## config.mk

```make
export PLATFORM = sky130hd
export DESIGN_NAME = pidc_ctrl
export DESIGN_NICKNAME = d
export VERILOG_FILES = /design/src/sv/pidc_pkg.sv /design/src/sv/pidc_ctrl.sv
export VERILOG_INCLUDE_DIRS = /design/src /design/src/sv
export SDC_FILE = /design/constraint.sdc
export NUM_CORES = 1
export LEC_CHECK = 0
export BUFFER_PORTS_ARGS = -buffer_cell sky130_fd_sc_hd__buf_2
export CORE_MARGIN = 5
export CORE_UTILIZATION = 56
export CTS_BUF_LIST = sky130_fd_sc_hd__clkbuf_4 sky130_fd_sc_hd__clkbuf_8
export DETAILED_ROUTE_END_ITERATION = 10
export PLACE_DENSITY_LB_ADDON = 0.2
export SKIP_CTS_REPAIR_TIMING = 1
export SYNTH_ARGS = -nofsm -noshare
export SYNTH_HDL_FRONTEND = slang
export SYNTH_SLANG_ARGS = --single-unit
```

## constraint.sdc

```tcl
create_clock -name i_clk -period 3.6 [get_ports i_clk]
set_clock_uncertainty 0.1 [all_clocks]
set_input_delay 0.54 -clock i_clk [delete_from_list [all_inputs] [get_ports i_clk]]
set_output_delay 0.54 -clock i_clk [all_outputs]
set_load 0.05 [all_outputs]
```

## src/sv/pid_controller_step_assert.svh

```systemverilog
// assertion macros shared by the pid controller step modules
`ifndef PID_CONTROLLER_STEP_ASSERT_SVH
`define PID_CONTROLLER_STEP_ASSERT_SVH

// consequent must hold in the same cycle as the antecedent
`define PIDC_ASSERT_NOW(label, clk, rst_n, ante, cons, msg) \
    label: assert property (@(posedge clk) disable iff (!rst_n) (ante) |-> (cons)) \
        else $error(msg);

// consequent must hold in the cycle after the antecedent
`define PIDC_ASSERT_NEXT(label, clk, rst_n, ante, cons, msg) \
    label: assert property (@(posedge clk) disable iff (!rst_n) (ante) |=> (cons)) \
        else $error(msg);

`endif

```

## src/sv/pidc_pkg.sv

```systemverilog
// shared types and constants of the pid controller step
package pidc_pkg;

    // multiplier slicing: one signed 32x32 product per cycle
    localparam int MUL_CW = 31;
    localparam int MUL_BW = 32;

    // fixed field widths
    localparam int GAIN_W    = 32;
    localparam int SCALE_W   = 31;
    localparam int CFG_IDX_W = 3;

    // integer part of the upper limit after reset (65535.0)
    localparam logic [15:0] LIM_HI_RST_INT = 16'hffff;

    // configuration register indexes
    typedef enum logic [CFG_IDX_W-1:0] {
        REG_GAIN_PROP     = 3'd0,
        REG_GAIN_INTEG    = 3'd1,
        REG_GAIN_DERIV    = 3'd2,
        REG_LIMIT_LOW     = 3'd3,
        REG_LIMIT_HIGH    = 3'd4,
        REG_POSITION_MODE = 3'd5,
        REG_DEADBAND      = 3'd6,
        REG_COUNT_SCALE   = 3'd7
    } t_reg_idx;

    // operand pair fed to the shared multiplier
    typedef enum logic [2:0] {
        MS_CUR = 3'd0,
        MS_OLD = 3'd1,
        MS_INT = 3'd2,
        MS_PRO = 3'd3,
        MS_DER = 3'd4
    } t_mul_sel;

    // controller states
    typedef enum logic [8:0] {
        S_IDLE  = 9'b000000001,
        S_W_CUR = 9'b000000010,
        S_W_OLD = 9'b000000100,
        S_ERR   = 9'b000001000,
        S_W_INT = 9'b000010000,
        S_W_PRO = 9'b000100000,
        S_W_DER = 9'b001000000,
        S_SUM   = 9'b010000000,
        S_OUT   = 9'b100000000
    } t_state;

    // commands from controller to datapath
    typedef struct packed {
        logic     load_in;
        logic     mul_start;
        t_mul_sel mul_sel;
        logic     cap_cur;
        logic     cap_old;
        logic     cap_err;
        logic     cap_integ;
        logic     cap_prop;
        logic     cap_deriv;
        logic     clear_acc;
        logic     finish;
        logic     load_out;
    } t_dp_cmd;

    // status from datapath to controller
    typedef struct packed {
        logic mul_done;
        logic enable;
        logic pos_mode;
        logic err_zero;
    } t_dp_status;

endpackage

```

## src/sv/pidc_ctrl.sv

```systemverilog
// controller state machine: sequences the multiplies and the handshakes
`include "pid_controller_step_assert.svh"

module pidc_ctrl (
    i_clk,
    i_rst_n,
    i_in_valid,
    o_in_ready,
    o_out_valid,
    i_out_ready,
    i_status,
    o_cmd
);
    input  logic                 i_clk;
    input  logic                 i_rst_n;
    input  logic                 i_in_valid;
    output logic                 o_in_ready;
    output logic                 o_out_valid;
    input  logic                 i_out_ready;
    input  pidc_pkg::t_dp_status i_status;
    output pidc_pkg::t_dp_cmd    o_cmd;

    pidc_pkg::t_state  r_state;
    pidc_pkg::t_state  n_state;
    logic              r_out_valid;
    logic              n_out_valid;
    pidc_pkg::t_dp_cmd w_cmd;
    logic              w_accept;

    assign o_in_ready = (r_state == pidc_pkg::S_IDLE);
    assign w_accept   = i_in_valid && o_in_ready;

    // next state and commands
    always_comb begin
        n_state       = r_state;
        w_cmd         = '0;
        w_cmd.mul_sel = pidc_pkg::MS_CUR;
        case (r_state)
            pidc_pkg::S_IDLE: begin
                if (w_accept) begin
                    w_cmd.load_in = 1'b1;
                    if (!i_status.enable) begin
                        n_state = pidc_pkg::S_OUT;
                    end else if (i_status.pos_mode) begin
                        w_cmd.mul_start = 1'b1;
                        w_cmd.mul_sel   = pidc_pkg::MS_CUR;
                        n_state         = pidc_pkg::S_W_CUR;
                    end else begin
                        n_state = pidc_pkg::S_ERR;
                    end
                end
            end
            pidc_pkg::S_W_CUR: begin
                if (i_status.mul_done) begin
                    w_cmd.cap_cur   = 1'b1;
                    w_cmd.mul_start = 1'b1;
                    w_cmd.mul_sel   = pidc_pkg::MS_OLD;
                    n_state         = pidc_pkg::S_W_OLD;
                end
            end
            pidc_pkg::S_W_OLD: begin
                if (i_status.mul_done) begin
                    w_cmd.cap_old = 1'b1;
                    n_state       = pidc_pkg::S_ERR;
                end
            end
            pidc_pkg::S_ERR: begin
                w_cmd.cap_err   = 1'b1;
                w_cmd.mul_start = 1'b1;
                w_cmd.mul_sel   = pidc_pkg::MS_INT;
                n_state         = pidc_pkg::S_W_INT;
            end
            pidc_pkg::S_W_INT: begin
                if (i_status.mul_done) begin
                    w_cmd.cap_integ = 1'b1;
                    // zero error in position mode: sum forced to zero before the clamp
                    if (i_status.err_zero) begin
                        w_cmd.clear_acc = 1'b1;
                        n_state         = pidc_pkg::S_SUM;
                    end else begin
                        w_cmd.mul_start = 1'b1;
                        w_cmd.mul_sel   = pidc_pkg::MS_PRO;
                        n_state         = pidc_pkg::S_W_PRO;
                    end
                end
            end
            pidc_pkg::S_W_PRO: begin
                if (i_status.mul_done) begin
                    w_cmd.cap_prop  = 1'b1;
                    w_cmd.mul_start = 1'b1;
                    w_cmd.mul_sel   = pidc_pkg::MS_DER;
                    n_state         = pidc_pkg::S_W_DER;
                end
            end
            pidc_pkg::S_W_DER: begin
                if (i_status.mul_done) begin
                    w_cmd.cap_deriv = 1'b1;
                    n_state         = pidc_pkg::S_SUM;
                end
            end
            pidc_pkg::S_SUM: begin
                w_cmd.finish = 1'b1;
                n_state      = pidc_pkg::S_OUT;
            end
            pidc_pkg::S_OUT: begin
                if (!r_out_valid || i_out_ready) begin
                    w_cmd.load_out = 1'b1;
                    n_state        = pidc_pkg::S_IDLE;
                end
            end
            default: begin
                n_state = pidc_pkg::S_IDLE;
            end
        endcase
    end

    // output beat pending flag
    always_comb begin
        n_out_valid = r_out_valid;
        if (w_cmd.load_out) begin
            n_out_valid = 1'b1;
        end else if (i_out_ready) begin
            n_out_valid = 1'b0;
        end
    end

    always_ff @(posedge i_clk) begin
        if (!i_rst_n) begin
            r_state     <= pidc_pkg::S_IDLE;
            r_out_valid <= 1'b0;
        end else begin
            r_state     <= n_state;
            r_out_valid <= n_out_valid;
        end
    end

    assign o_out_valid = r_out_valid;
    assign o_cmd       = w_cmd;

    `PIDC_ASSERT_NEXT(a_busy_after_accept, i_clk, i_rst_n, w_accept, r_state != pidc_pkg::S_IDLE, "accepted beat left controller idle")
    `PIDC_ASSERT_NEXT(a_sum_then_out, i_clk, i_rst_n, r_state == pidc_pkg::S_SUM, r_state == pidc_pkg::S_OUT, "sum step not followed by output step")
    `PIDC_ASSERT_NOW(a_out_from_out_state, i_clk, i_rst_n, $rose(r_out_valid), $past(r_state == pidc_pkg::S_OUT), "output beat raised outside output step")

endmodule

```

==> results.yml <==
setup_path:
  slowest_stage: "nor4_2"
  arrival_ns: 2.42
  cp-start-kind: "register"
  critPathRequiredTime_ns: 2.96
  path_class: "reg -> out"
  r2r_cells: 5
  end_kind: "primary output"
  r2r_start: "r_state[0]$_SDFFE_PN1P_"
  r2r_setup_slack_ns: 1.37
  cp_max_fo: 7
  cp_cell_sequence: "nor4_2 > nand3_1 > or4b_1 > inv_1 > a2111o_1 > buf_2"
  slowest_delay_ns: 0.59
  crit_family: "simple AND/OR/NAND/NOR gates"
  r2r_end: "r_state[7]$_SDFFE_PN0P_"
  worst-path-buf-inv: 2
clock_network:
  worst_skew_pair.late_latency_ns: 0.26
  cts_made_buffers: 3
  clockRootBuffer: "clkbuf_4"
  htreeDepth: 1
  cts_tree: "done"
  cts_sinks: 10
  clockBufferDepth: 2
  clk_pin_slew_ns: 0.07
final_layout:
  fillers: 120
  syn_to_final_growth_pct: 13.96
  layout_common_cells: "buf_2, dfxtp_1, nand3_1"
  final_common_cell: "buf_2"
  final_area_um2: 888.4
  fin_nets: 132
  stdcell_count: 137
  drive_above_1_share: 0.2623
  antennaDiodeCount: 0
placed_design:
  dpl_cell_area_um2: 865.8
  gp_congestion: 0.9170
  io_buffers: 23
  dp_slack_ns: 0.8606
  placed_cells: 134
  dp.final_hpwl_um: 1551
floorplanning:
  die-area_um2: 2238
  core-area_um2: 1301
  die_w_um: 47.31
  die_h_um: 47.31
  start_util: 0.5990
  num_rows: 13
  pin_count: 24
route:
  dr.first_iter.drc_count: 37
  ant_nets: 0
  routedWlPerCell_um: 14.42
  wl_um: 1976
  vias: 879
  drc: 0
  first_pass_iters: 4
  vias_per_cell: 6.416
power:
  peakVddDrop_mv: 0.2984
  leakagePower_uw: 0.0004480
  power.density_nw_per_um2: 409.4
sta:
  fin_hold_ws_ns: 0.4454
  finalSetupTns_ns: 0
  worst_slack_ns: 0.5422
  fmax_mhz: 327.0
  relSlewSlack: 0.6144
  setup_viol_count_final: 0
  grt_setup_unrepaired: "false"
  slew_viol_final: 0
  hold_viol_final: 0
  min_period_over_period: 0.8494
  min_period_ns: 3.058
  tightestPinTransition_ns: 0.5736
synth:
  syn-instance-count: 104
  yosysWarningCount: 0
  seq_area_frac_synth: 0.2568
  yosysTopAreaCell: "dfxtp_1"
  synth_nets: 112
  synth_area_leaders: "dfxtp_1, nand3_1, a21oi_1"
  synthesis.area_um2: 779.5
  ys_types: 37
  synth.avg_cell_area_um2: 7.495
  synth_seq_cells: 10
  synth.top_cell.area_share: 0.2568
global_route:
  grt_pass1_vias: 701
  grt.overflow.total: 0
  antenna_found_initial: 0
  grt_usage: 0.1951
  grt_pass1_wl_um: 3139
  grt_max_degree: 11
min_path:
  hp-start: "i_rst_n"
  hold-path-cell-count: 2
  hp-class: "in -> reg"
  min_to: "r_state[8]$_SDFFE_PN0P_"
run:
  drv_cap: 0
status:
  outcome: "finished clean"
sequential cells by signal, indices dropped and copies added, names as in the netlist:
register,cells
r_state,9
o_out_valid,1
cells in the mapped netlist:
library cell	number
clkbuf_1	3
and3_1	3
a21oi_1	7
and4_1	1
o2111ai_1	1
a2111o_1	1
and2_1	3
inv_2	1
a21o_1	1
nor4_1	5
or4_4	1
nor2_1	7
xnor2_1	1
or3_4	1
buf_2	2
inv_1	7
mux2i_1	1
nor2b_1	2
nor3b_1	1
or3_1	1
o21a_1	2
buf_6	1
o21ai_0	7
o21ai_1	3
nand3_1	8
nand2_1	4
dfxtp_1	10
xor2_1	2
o22a_4	1
nand2b_1	2
nand4b_1	3
buf_4	2
nor3_1	4
o22ai_2	1
or4b_1	2
nor4_2	1
nor4b_1	1
through the flow:
| stage | power [uW] | util |
|---|---|---|
| detailed placement | 287.5 | 0.6654 |
| finish | 363.6 | 0.6827 |
| CTS | 363.6 | 0.6827 |
| global placement | 283.6 | 0.6654 |
| floorplan | 256.3 | - |
| global route | 382.1 | 0.6827 |
cell type report:
cell class / instances / area [um2] / share of cell area
Multi-Input combinational cell: 78 / 501.7 / 0.5648
Sequential cell: 10 / 200.2 / 0.2254
Timing Repair Buffer: 23 / 115.1 / 0.1296
Inverter: 8 / 30.03 / 0.03380
Clock buffer: 3 / 22.52 / 0.02535
Tap cell: 15 / 18.77 / 0.02113
per-layer routing:
metal  GRT usage  vias to the layer above  wire [um]
li1            -                      418          -
met1      0.2744                      406        854
met2      0.2968                       49        930
met3     0.02299                        6        143
met4     0.08287                        0         47
met5           0                        -          0
logic make-up after synthesis:
kind of cell / Yosys count / synth area share
compound gates: 24 / 0.2022
flops: 10 / 0.2568
buf+inv: 16 / 0.09951
mux: 1 / 0.01284
simple gates: 50 / 0.3949
xor+xnor: 3 / 0.03371
how the worst max path moves through the flow:
stage,start,to,slack [ns],cells after the start
final,r_state[0]$_SDFFE_PN1P_,o_cmd[12],0.54,6
after global routing,r_state[0]$_SDFFE_PN1P_,o_cmd[12],0.39,6
after CTS,r_state[0]$_SDFFE_PN1P_,o_cmd[12],0.56,6
after detailed placement,r_state[0]$_SDFFE_PN1P_,o_cmd[12],0.86,6
after global placement,r_state[4]$_SDFFE_PN0P_,o_cmd[12],0.97,6
after floorplan,r_state[1]$_SDFFE_PN0P_,o_cmd[3],0.48,4
power by group:
group,switching [uW],internal (uW)
Clock,38.3,38.5
Sequential,14.7,118
Combinational,99.5,54.9
Total,152,211
Note: power is estimated with default switching activity, not from simulation.
